<file path="src/rtl/spq_pkg.sv">
// Shared types, codes and command/status structs for the sorted priority packet queue.
package spq_pkg;

  localparam int unsigned ID_W     = 16;
  localparam int unsigned KIND_W   = 3;
  localparam int unsigned HANDLE_W = 16;
  localparam int unsigned PRIO_W   = 3;
  localparam int unsigned FILL_W   = 8;
  localparam int unsigned IN_DATA_W  = 40;
  localparam int unsigned OUT_DATA_W = 48;

  typedef enum logic [1:0] {
    FN_ENQ  = 2'd0,
    FN_DEQ  = 2'd1,
    FN_PEEK = 2'd2,
    FN_NOP  = 2'd3
  } func_t;

  typedef enum logic [1:0] {
    ST_OK       = 2'd0,
    ST_OVERFLOW = 2'd1,
    ST_EMPTY    = 2'd2
  } status_t;

  typedef struct packed {
    logic [PRIO_W-1:0]   prio;
    logic [HANDLE_W-1:0] handle;
    logic [KIND_W-1:0]   kind;
    logic [ID_W-1:0]     id;
  } entry_t;

  typedef enum logic [2:0] {
    POS_HOLD  = 3'd0,
    POS_LOAD  = 3'd1,
    POS_CLEAR = 3'd2,
    POS_INC   = 3'd3,
    POS_DEC   = 3'd4
  } pos_op_t;

  typedef struct packed {
    logic    load_req;
    pos_op_t pos_op;
    logic    rd_up;
    logic    wr_en;
    logic    wr_prev;
    logic    wr_new;
    logic    cnt_inc;
    logic    cnt_dec;
    logic    head_load;
    logic    head_clear;
    logic    status_load;
    status_t status;
    logic    out_load;
  } cmd_t;

  typedef struct packed {
    logic full;
    logic empty;
    logic pos_zero;
    logic pos_lt_count;
    logic shift_cond;
    logic out_free;
  } stat_t;

endpackage

</file>
<file path="src/rtl/spq_dpath.sv">
// Datapath: entry memory, position and count registers, head capture and output register.
module spq_dpath #(
  parameter int unsigned DEPTH = 128
) (
  input  logic                                 clk,
  input  logic                                 rst,
  input  spq_pkg::entry_t                      in_entry,
  input  spq_pkg::cmd_t                        cmd,
  output spq_pkg::stat_t                       stat,
  input  logic                                 m_tready,
  output logic                                 m_tvalid,
  output spq_pkg::status_t                     out_status,
  output spq_pkg::entry_t                      out_entry,
  output logic [spq_pkg::FILL_W-1:0]           out_fill
);

  localparam int unsigned IW = (DEPTH > 1) ? $clog2(DEPTH) : 1;
  localparam int unsigned PW = $clog2(DEPTH + 1);

  spq_pkg::entry_t  mem [DEPTH];
  spq_pkg::entry_t  rdata;
  spq_pkg::entry_t  req;
  spq_pkg::entry_t  head;
  spq_pkg::status_t st_code;
  logic [PW-1:0]    pos, pos_next;
  logic [PW-1:0]    count;
  logic [PW-1:0]    rd_pos, wr_pos;
  logic [IW-1:0]    raddr, waddr;
  spq_pkg::entry_t  wdata;

  always_comb begin
    unique case (cmd.pos_op)
      spq_pkg::POS_HOLD:  pos_next = pos;
      spq_pkg::POS_LOAD:  pos_next = count;
      spq_pkg::POS_CLEAR: pos_next = '0;
      spq_pkg::POS_INC:   pos_next = pos + 1'b1;
      spq_pkg::POS_DEC:   pos_next = pos - 1'b1;
      default:            pos_next = pos;
    endcase
  end

  // read at the next position, or one below it unless rd_up; out-of-range reads are don't-care
  assign rd_pos = cmd.rd_up ? pos_next : pos_next - 1'b1;
  assign raddr  = (rd_pos < PW'(DEPTH)) ? rd_pos[IW-1:0] : '0;
  assign wr_pos = cmd.wr_prev ? pos - 1'b1 : pos;
  assign waddr  = wr_pos[IW-1:0];
  assign wdata  = cmd.wr_new ? req : rdata;

  always_ff @(posedge clk) begin
    if (cmd.wr_en) begin
      mem[waddr] <= wdata;
    end
    rdata <= mem[raddr];
  end

  always_ff @(posedge clk) begin
    pos <= pos_next;
    if (cmd.load_req) begin
      req <= in_entry;
    end
    if (cmd.head_clear) begin
      head <= '0;
    end else if (cmd.head_load) begin
      head <= rdata;
    end
    if (cmd.status_load) begin
      st_code <= cmd.status;
    end
    if (cmd.out_load) begin
      out_status <= st_code;
      out_entry  <= head;
      out_fill   <= spq_pkg::FILL_W'(count);
    end
  end

  always_ff @(posedge clk) begin
    if (rst) begin
      count    <= '0;
      m_tvalid <= 1'b0;
    end else begin
      if (cmd.cnt_inc) begin
        count <= count + 1'b1;
      end else if (cmd.cnt_dec) begin
        count <= count - 1'b1;
      end
      if (cmd.out_load) begin
        m_tvalid <= 1'b1;
      end else if (m_tready) begin
        m_tvalid <= 1'b0;
      end
    end
  end

  assign stat.full         = (count == PW'(DEPTH));
  assign stat.empty        = (count == '0);
  assign stat.pos_zero     = (pos == '0);
  assign stat.pos_lt_count = (pos < count);
  assign stat.shift_cond   = (rdata.prio > req.prio);
  assign stat.out_free     = !m_tvalid || m_tready;

endmodule

</file>
<file path="src/rtl/spq_ctrl.sv">
// Controller: sequences enqueue shifts, head reads and dequeue shifts.
module spq_ctrl (
  input  logic           clk,
  input  logic           rst,
  input  logic           s_tvalid,
  output logic           s_tready,
  input  spq_pkg::func_t req_func,
  input  spq_pkg::stat_t stat,
  output spq_pkg::cmd_t  cmd
);

  typedef enum logic [4:0] {
    S_IDLE  = 5'b00001,
    S_SHIFT = 5'b00010,
    S_HEAD  = 5'b00100,
    S_UP    = 5'b01000,
    S_RESP  = 5'b10000
  } state_t;

  state_t state, state_next;
  logic   is_peek, is_peek_next;
  logic   accept;

  // hold off the sender while reset is applied
  assign s_tready = (state == S_IDLE) && !rst;
  assign accept   = s_tvalid && s_tready;

  always_comb begin
    state_next   = state;
    is_peek_next = is_peek;
    cmd          = '0;
    cmd.pos_op   = spq_pkg::POS_HOLD;
    cmd.status   = spq_pkg::ST_OK;
    unique case (state)
      S_IDLE: begin
        if (accept) begin
          cmd.load_req    = 1'b1;
          cmd.status_load = 1'b1;
          cmd.head_clear  = 1'b1;
          is_peek_next    = (req_func == spq_pkg::FN_PEEK);
          unique case (req_func)
            spq_pkg::FN_ENQ: begin
              if (stat.full) begin
                cmd.status = spq_pkg::ST_OVERFLOW;
                state_next = S_RESP;
              end else begin
                cmd.pos_op = spq_pkg::POS_LOAD;
                state_next = S_SHIFT;
              end
            end
            spq_pkg::FN_DEQ, spq_pkg::FN_PEEK: begin
              if (stat.empty) begin
                cmd.status = spq_pkg::ST_EMPTY;
                state_next = S_RESP;
              end else begin
                cmd.pos_op = spq_pkg::POS_CLEAR;
                cmd.rd_up  = 1'b1;
                state_next = S_HEAD;
              end
            end
            default: begin
              state_next = S_RESP;
            end
          endcase
        end
      end
      S_SHIFT: begin
        cmd.wr_en = 1'b1;
        if (!stat.pos_zero && stat.shift_cond) begin
          // move the larger-priority entry up one slot
          cmd.pos_op = spq_pkg::POS_DEC;
        end else begin
          cmd.wr_new  = 1'b1;
          cmd.cnt_inc = 1'b1;
          state_next  = S_RESP;
        end
      end
      S_HEAD: begin
        cmd.head_load = 1'b1;
        if (is_peek) begin
          state_next = S_RESP;
        end else begin
          cmd.pos_op = spq_pkg::POS_INC;
          cmd.rd_up  = 1'b1;
          state_next = S_UP;
        end
      end
      S_UP: begin
        if (stat.pos_lt_count) begin
          cmd.wr_en   = 1'b1;
          cmd.wr_prev = 1'b1;
          cmd.pos_op  = spq_pkg::POS_INC;
          cmd.rd_up   = 1'b1;
        end else begin
          cmd.cnt_dec = 1'b1;
          state_next  = S_RESP;
        end
      end
      S_RESP: begin
        // hold until the output register is free
        if (stat.out_free) begin
          cmd.out_load = 1'b1;
          state_next   = S_IDLE;
        end
      end
      default: begin
        state_next = S_IDLE;
      end
    endcase
  end

  always_ff @(posedge clk) begin
    if (rst) begin
      state   <= S_IDLE;
      is_peek <= 1'b0;
    end else begin
      state   <= state_next;
      is_peek <= is_peek_next;
    end
  end

endmodule

</file>
<file path="src/rtl/sorted_priority_packet_queue_unit.sv">
// Top level of the sorted priority packet queue: ports, field packing and checks.
//
// Requests arrive as words on the s_ channel: s_tuser carries the request kind
// (enqueue, dequeue, peek), s_tdata the descriptor to enqueue. Each request
// gives exactly one result word on the m_ channel: m_tuser is the status code,
// m_tdata the returned head entry and the fill level after the request.
// Entries are held in one memory kept sorted by priority, smallest first,
// equal priorities in arrival order. One request is worked at a time: an
// enqueue moves the entries with larger priority than the new one up one
// slot, a dequeue moves every entry behind the head down one slot, and a
// peek, an overflow, an empty result or an unused kind moves none. The
// memory has a single port pair, so one entry is moved per cycle.
// s_tready is high only while no request is in work. The result sits in an
// output register; the next request is accepted while it waits, and that
// request stalls at its end until m_tready takes the earlier word.
// Reset clears the entry count and the result valid; memory contents are not
// cleared and are never read above the count, so no clearing pass is needed.
module sorted_priority_packet_queue_unit #(
  parameter int unsigned QUEUE_DEPTH = 128
) (
  input  logic                               clk,
  input  logic                               rst,
  input  logic                               s_tvalid,
  output logic                               s_tready,
  // packet_id [15:0], packet_kind [18:16], payload_handle [34:19], prio_level [37:35]
  input  logic [spq_pkg::IN_DATA_W-1:0]      s_tdata,
  // func [1:0]
  input  logic [1:0]                         s_tuser,
  output logic                               m_tvalid,
  input  logic                               m_tready,
  // out_id [15:0], out_kind [18:16], out_handle [34:19], out_prio [37:35],
  // fill_level [45:38]
  output logic [spq_pkg::OUT_DATA_W-1:0]     m_tdata,
  // status [1:0]
  output logic [1:0]                         m_tuser
);

  spq_pkg::entry_t  in_entry;
  spq_pkg::entry_t  out_entry;
  spq_pkg::status_t out_status;
  logic [spq_pkg::FILL_W-1:0] out_fill;
  spq_pkg::cmd_t    cmd;
  spq_pkg::stat_t   stat;

  assign in_entry.id     = s_tdata[15:0];
  assign in_entry.kind   = s_tdata[18:16];
  assign in_entry.handle = s_tdata[34:19];
  assign in_entry.prio   = s_tdata[37:35];

  spq_ctrl u_ctrl (
    .clk      (clk),
    .rst      (rst),
    .s_tvalid (s_tvalid),
    .s_tready (s_tready),
    .req_func (spq_pkg::func_t'(s_tuser)),
    .stat     (stat),
    .cmd      (cmd)
  );

  spq_dpath #(
    .DEPTH (QUEUE_DEPTH)
  ) u_dpath (
    .clk        (clk),
    .rst        (rst),
    .in_entry   (in_entry),
    .cmd        (cmd),
    .stat       (stat),
    .m_tready   (m_tready),
    .m_tvalid   (m_tvalid),
    .out_status (out_status),
    .out_entry  (out_entry),
    .out_fill   (out_fill)
  );

  assign m_tdata = {2'b00, out_fill, out_entry.prio, out_entry.handle,
                    out_entry.kind, out_entry.id};
  assign m_tuser = out_status;

  // one request in work at a time
  a_one_in_work: assert property (@(posedge clk) disable iff (rst)
    s_tvalid && s_tready |=> !s_tready)
    else $error("request accepted while another is in work");

  // a stalled result is never overwritten by a finishing request
  a_no_overwrite: assert property (@(posedge clk) disable iff (rst)
    m_tvalid && !m_tready |-> !cmd.out_load)
    else $error("result overwritten while stalled");

  a_overflow_full: assert property (@(posedge clk) disable iff (rst)
    m_tvalid && (m_tuser == spq_pkg::ST_OVERFLOW) |->
      (m_tdata[45:38] == spq_pkg::FILL_W'(QUEUE_DEPTH)) && (m_tdata[37:0] == '0))
    else $error("overflow reported below full depth");

  a_empty_zero: assert property (@(posedge clk) disable iff (rst)
    m_tvalid && (m_tuser == spq_pkg::ST_EMPTY) |-> (m_tdata == '0))
    else $error("empty result carries data");

  a_full_not_empty: assert property (@(posedge clk) disable iff (rst)
    !(stat.full && stat.empty))
    else $error("count both full and empty");

endmodule
</file>
<file path="config.mk">
export PLATFORM = sky130hd
export DESIGN_NAME = sorted_priority_packet_queue_unit
export DESIGN_NICKNAME = d
export VERILOG_FILES = /design/src/rtl/spq_pkg.sv /design/src/rtl/spq_dpath.sv /design/src/rtl/spq_ctrl.sv /design/src/rtl/sorted_priority_packet_queue_unit.sv
export SDC_FILE = /design/constraint.sdc
export NUM_CORES = 2
export LEC_CHECK = 0
export BUFFER_PORTS_ARGS = -buffer_cell sky130_fd_sc_hd__buf_2
export CORE_MARGIN = 10
export CORE_UTILIZATION = 30
export DETAILED_ROUTE_END_ITERATION = 10
export PLACE_DENSITY = 0.42
export SETUP_SLACK_MARGIN = 0.05
export SYNTH_ARGS = -nofsm -noshare
export SYNTH_HDL_FRONTEND = slang
export SYNTH_MEMORY_MAX_BITS = 65536
export SYNTH_SLANG_ARGS = --single-unit
</file>
<file path="constraint.sdc">
create_clock -name clk -period 8.53 [get_ports clk]
set_clock_uncertainty 0.05 [all_clocks]
set_input_delay 1.2795 -clock clk [delete_from_list [all_inputs] [get_ports clk]]
set_output_delay 1.2795 -clock clk [all_outputs]
set_load 0.02 [all_outputs]
</file>
### After elaboration in Yosys (flattened, before gate mapping)

Memories as Yosys holds them, arrays and structs flattened. A register that Yosys moved wholly into a read port is not among the register bits.
Cells that the tools add are included.

| cells by class | value |
|---|---|
| add/subtract/negate cells | 5 |
| $mul | 0 |
| divide/modulo/power cells | 0 |
| order comparisons | 3 |
| equal/unequal tests | 16 |
| shift operators | 0 |
| mux-type cells | 45 |
| bitwise gates (word level) | 0 |
| reduce and logical (&&, ||, !) cells | 15 |

Operators with widths:

| kind | number |
|---|---|
| $mux 5 | 9 |
| $mux 38 | 1 |
| $pmux 8 s4 | 1 |
| $pmux 5 s5 | 1 |
| $mux 8 | 3 |
| $sub 8x1->8 const B | 3 |
| $add 8x1->8 const B | 2 |
| $logic_not 8->1 | 2 |
| $mux 1 | 14 |
| $mux 7 | 2 |
| $pmux 3 s4 | 1 |
| $pmux 5 s2 | 1 |
| $mux 3 | 3 |
| $eq 8x8->1 const B | 1 |
| $lt 8x8->1 | 1 |
| $lt 8x8->1 const B | 1 |
| $mux 4 | 2 |
| $eq 3x2->1 const B | 2 |
| $mux 2 | 3 |
| $ne 2x2->1 const B | 3 |
| $pmux 3 s2 | 1 |
| $eq 5x1->1 const B | 1 |
| $eq 5x2->1 const B | 1 |
| $eq 5x3->1 const B | 1 |
| 19 further kinds | 24 |

| storage, ports and cells | value |
|---|---|
| bits in registers | 149 |
| bits in latches | 0 |
| memory bits (writable) | 4864 |
| ROM bits | 0 |
| bits of input ports | 46 |
| output and inout bits | 52 |
| word-level logic and storage cells | 105 |
| memories kept | 1 |

Memories:

| name | depth | bits a word | rd ports | clocked after Yosys merged registers in | write ports | line | text |
|---|---|---|---|---|---|---|---|
| u_dpath.mem | 128 | 38 | 1 | 1 | 1 | spq_dpath.sv:20 | `spq_pkg::entry_t mem [DEPTH];` |

### Depth between registers and ports, before layout

| logic depth | value |
|---|---|
| word-level depth | 11 |
| mapped depth | 26 |
| depth with buffers taken out | 20 |

### By module

A second synthesis with hierarchy kept.

| second synthesis, totals | value |
|---|---|
| cells, all modules | 13308 |
| area total of the unflattened synthesis | 196847.5 sq um |

Modules (own cells, without submodules):

| module | instances | cells an instance | area an instance (sq um) | seq. area each (sq um) |
|---|---|---|---|---|
| spq_dpath | 1 | 13232 | 196268.2 | 150564.4 |
| spq_ctrl | 1 | 73 | 560.5 | 120.1 |
| sorted_priority_packet_queue_unit | 1 | 3 | 18.8 | 0.0 |

### Worst setup path before layout

No wires, ideal clock.

| path | value |
|---|---|
| path kind | register -> register |
| start point | reg u_dpath.pos[0] |
| end point | mem u_dpath.mem[0][36] in the netlist's numbering (data pin) |
| library setup time | 1198 ps |
| arrival | 7319 ps |
| required time | 7282 ps |
| path slack | -37 ps |
| stages on the path, launching flop included | 10 |
| clock period less this slack | 8567 ps |
| path through | dfxtp_1 -> clkbuf_1 -> inv_1 -> ha_1 -> or3b_4 -> or3_4 -> or3_4 -> a21oi_1 -> inv_1 -> o21ai_0 |

RTL lines:

| item | line | text |
|---|---|---|
| from (decl) | spq_dpath.sv:25 | `logic [PW-1:0] pos, pos_next;` |
| from (signal assigned) | spq_dpath.sv:57 | `pos <= pos_next;` |
| to (decl) | spq_dpath.sv:20 |  |

### Worst setup path in the final report

| path | value |
|---|---|
| start point | reg u_dpath.count[0] |
| end point | reg u_dpath.rdata[8] (netlist name) |

| on the way | value |
|---|---|
| cells in the longest elaborated chain, start to end | 11 |
| elaborated cells between the ends (all ways) | 20 |
| those cells by class | 1 x add/sub; 2 x order compare; 5 x eq/ne; 11 x mux; 1 x reduce/logical |

RTL lines:

| item | line | text |
|---|---|---|
| from (decl) | spq_dpath.sv:26 | `logic [PW-1:0] count;` |
| from (signal assigned) | spq_dpath.sv:82 | `count <= count + 1'b1;` |
| from (signal assigned) | spq_dpath.sv:84 | `count <= count - 1'b1;` |
| $eq 8x8->1 / $logic_not 8->1 (equally long branches) | spq_dpath.sv:94, spq_dpath.sv:95 |  |
| $mux 1 / $mux 3 (equally long branches) | spq_ctrl.sv:43, spq_ctrl.sv:52 |  |
| $pmux 3 s2 | spq_ctrl.sv:41 | `unique case (req_func)` |
| $mux 5 | spq_ctrl.sv:36 | `if (accept) begin` |
| $pmux 3 s4 | spq_ctrl.sv:34 | `unique case (state)` |
| $eq 3x3->1 (tied with other cells) | spq_dpath.sv:32 | `unique case (cmd.pos_op)` |
| $pmux 8 s4 | spq_dpath.sv:32 |  |
| $sub 8x1->8 | spq_dpath.sv:43 | `assign rd_pos = cmd.rd_up ? pos_next : pos_next - 1'b1;` |
| $mux 8 * | spq_dpath.sv:43 |  |
| $lt 8x8->1 | spq_dpath.sv:44 | `assign raddr = (rd_pos < PW'(DEPTH)) ? rd_pos[IW-1:0] : '0;` |
| $mux 7 * | spq_dpath.sv:44 |  |

Mark *: on every way between the ends. The rest lies on a longest branch, timed or not.
A chain may end at the register's enable or synchronous reset.

==> impl_metrics.yaml <==
global_route:
  antenna_found_initial: 86
  grt_pass1_wl_um: 1070000
  grt_usage: 0.220
  grt_start_max_net_pins: 129
  overflow: 0
  grt_pass1_vias: 118000
flow_run:
  drv_cap: 0
hold_path:
  hold_path.class: "primary input to flip-flop"
pwr:
  p_leak_nw: 76.1
  peakVddDrop_mv: 0.595
  powerDensity_nw_per_um2: 461
  total_power_mw: 107
timing:
  worst_pin_slew_ns: 1.43
  min_period_ns: 8.08
  final_hold_viol_count: 0
  fmax_mhz: 124
  rsz0062_at_grt: "no"
  timing.final.crit_share: 0.948
  tns_ns: 0
  maxSlewHeadroom: 0.0435
  setup_violations: 0
  slew_violations: 0
place:
  finalWeightedCongestion: 0.840
  place_inst: 22000
  io_buffers: 93
  hpwl_um: 481000
  postPlaceCellArea_sq_um: 215000
yosys:
  synth.most_common_cell: "edfxtp_1"
  yosysSeqAreaShare: 0.765
  synth-async-reset-ratio: 0
  ys.flop_type: "edfxtp_1"
  syn_avg_cell_area_sq_um: 14.8
  ys_seq_elements: 5051
  yosys.area.top_type_share: 0.755
  netlist_area_sq_um: 197000
  yosys-top-cells-area: "edfxtp_1 76%, nand2_1 4.4%, mux2i_1 2.4%"
  synth_warnings: 0
  synth_area_leader_cell: "edfxtp_1"
  synth-edff-count: 4952
  ys_types: 100
  syn_inst: 13300
  ys_top_cells_by_count: "4952 x edfxtp_1, 2323 x nand2_1, 754 x nor2_1, 586 x a21oi_1, 475 x mux2i_1"
clock_tree:
  cts_setup_buffers: 0
  clk_latency_ns: 1.13
  cts_root_buffer: "clkbuf_16"
  cts.sinks: 5051
  clk_pin_slew_ns: 0.06
  cts_buffer_depth: 4
  cts_buffers: 572
  cts.repair.resized: 0
  cts-htree-levels: 6
  cts_tree: "yes"
  hold_buffers: 0
worst_setup_path:
  worst-path-max-fanout: 59
  critical_path_buf_inv_count: 3
  path_cells: "or4_1 -> or3_1 -> and3_1 -> a211oi_2 -> o31ai_1 -> o211ai_1 -> buf_4 -> nor2_1 -> a21boi_4 -> nor2_4 -> buf_12 -> buf_12 -> nand2_1 -> a311oi_1 -> a21oi_1 -> a211o_1 -> nand4_1"
  worstPathRequired_ns: 9.47
  cp-start-kind: "flip-flop"
  cp_top_family: "compound AO/OA/AOI/OAI gates"
  crit_path_end_kind: "flip-flop"
  cp.arrival_ns: 9.03
  crit_type: "flip-flop to flip-flop"
  crit_slowest_cell: "o211ai_1"
  crit_top_cell: "buf_12"
  cpPeakStageDelay_ns: 1.04
outcome:
  violations: "DRC"
  outcome: "finished, violations left"
final_layout:
  multi_input_area_sq_um: 44300
  syn2layout_area_growth_pct: 17.8
  layout.nets: 14000
  fin_area_sq_um: 232000
  fill_cells: 62800
  drive_gt1_frac: 0.145
  final-seq-area_sq_um: 151000
  layout.cells.non_filler: 23100
drt:
  drt_iter0_markers: 17100
  drc: 3
  wire_per_inst_um: 34.3
  num_vias: 126000
  totalWireLength_um: 791000
  vias_per_cell: 5.44
  drtPass1Iterations: 11
  drtAntennaViolNets: 0
die:
  num_rows: 297
  start_util: 0.301
  die-width_um: 830
  io_pins: 98
  die_area_sq_um: 689000
  chipHeight_um: 830
  core_region_area_sq_um: 654000
-- layout by cell type, fill, tap and decap left out, drive strengths merged, types with 26 or more instances in the layout --
cell type,count
nor2,757
o311ai,27
a22oi,61
nor3,91
a211o,43
buf,939
o221a,38
nand2,2325
a222oi,26
a22o,31
and3,179
a21oi,590
edfxtp,4952
o22a,35
o31ai,29
a221oi,136
o221ai,137
nand3,392
a311oi,52
inv,59
clkinv,209
a21o,26
nor4,48
a211oi,116
o211ai,142
o21ai,453
clkbuf,759
o22ai,297
dfxtp,99
mux2i,475
a32oi,43
a221o,26
mux2,87
a31oi,286
nand4,33
mux4,27
-- worst register-to-register path, stage by stage (launching register included) --
cell and delay (ns):
dfxtp_1 0.46, or4_1 0.61, or3_1 0.42, and3_1 0.24
a211oi_2 0.73, o31ai_1 0.24, o211ai_1 1.04, buf_4 0.29
nor2_1 0.08, a21boi_4 0.25, nor2_4 0.83, buf_12 0.26
buf_12 0.31, nand2_1 0.16, a311oi_1 0.84, a21oi_1 0.24
a211o_1 0.58, nand4_1 0.35
-- flip-flops by register name (all words and copies together), names as in the netlist --
register and cells:
u_ctrl.is_peek 1, u_ctrl.state 5, u_dpath.count 8, u_dpath.head 38, u_dpath.m_tvalid 1, u_dpath.mem 4864, u_dpath.out_entry 38, u_dpath.out_fill 8
u_dpath.out_status 2, u_dpath.pos 8, u_dpath.rdata 38, u_dpath.req 38, u_dpath.st_code 2
-- worst paths after layout --
check / start / endpoint / slack [ns] / depth (start not counted)
min reg2reg: u_dpath.st_code[1] / u_dpath.out_status[1] / 0.37 / 0
min: s_tdata[29] / u_dpath.req[29] / 0.30 / 1
max reg2reg: u_dpath.count[0] / u_dpath.rdata[8] / 0.45 / 17
max: u_dpath.count[0] / u_dpath.rdata[8] / 0.45 / 17
-- cell type report --
| cell class | instances | area share |
|---|---|---|
| Antenna cell | 22 | 0.000237 |
| Clock buffer | 759 | 0.0670 |
| Clock inverter | 250 | 0.00761 |
| Inverter | 31 | 0.000502 |
| Multi-Input combinational cell | 7350 | 0.191 |
| Sequential cell | 5051 | 0.650 |
| Tap cell | 8671 | 0.0468 |
| Timing Repair Buffer | 939 | 0.0367 |
-- layer usage --
| layer | vias to the layer above | share of wire | track usage |
|---|---|---|---|
| li1 | 52900 | - | - |
| met1 | 66100 | 0.44 | 0.314 |
| met2 | 5611 | 0.44 | 0.337 |
| met3 | 988 | 0.085 | 0.0414 |
| met4 | 10 | 0.037 | 0.0708 |
| met5 | - | 0.00010 | 0 |
-- power breakdown --
part	switching, mW	leakage (nW)	total, mW	internal (mW)
registers	0.377	45.4	31.5	31.1
logic	38.5	22.3	52.0	13.5
clock network	10.3	8.45	23.4	13.1
total	49.1	76.1	107	57.7
-- per-stage QoR --
step	hold slack (ns)	util	setup slack (ns)
floorplan	0.350	-	-0.0370
global placement	0.360	0.328	0.232
detailed placement	0.360	0.328	0.382
CTS	0.219	0.354	0.727
global route	0.262	0.354	0.483
finish	0.296	0.355	0.447
-- logic make-up (layout without fill, tap and decap cells) --
kind of cell | Yosys count | count (layout) | synth area share
compound gates | 2816 | 2816 | 0.0974
other cells | 1 | 24 | 0.0000190
simple gates | 3899 | 3899 | 0.0825
fa+ha+maj | 23 | 23 | 0.00150
mux | 589 | 589 | 0.0322
buf+inv | 935 | 1979 | 0.0201
xor+xnor | 21 | 21 | 0.000934
flops | 5051 | 5051 | 0.765
No activity file was read; power rests on OpenSTA's default activity.
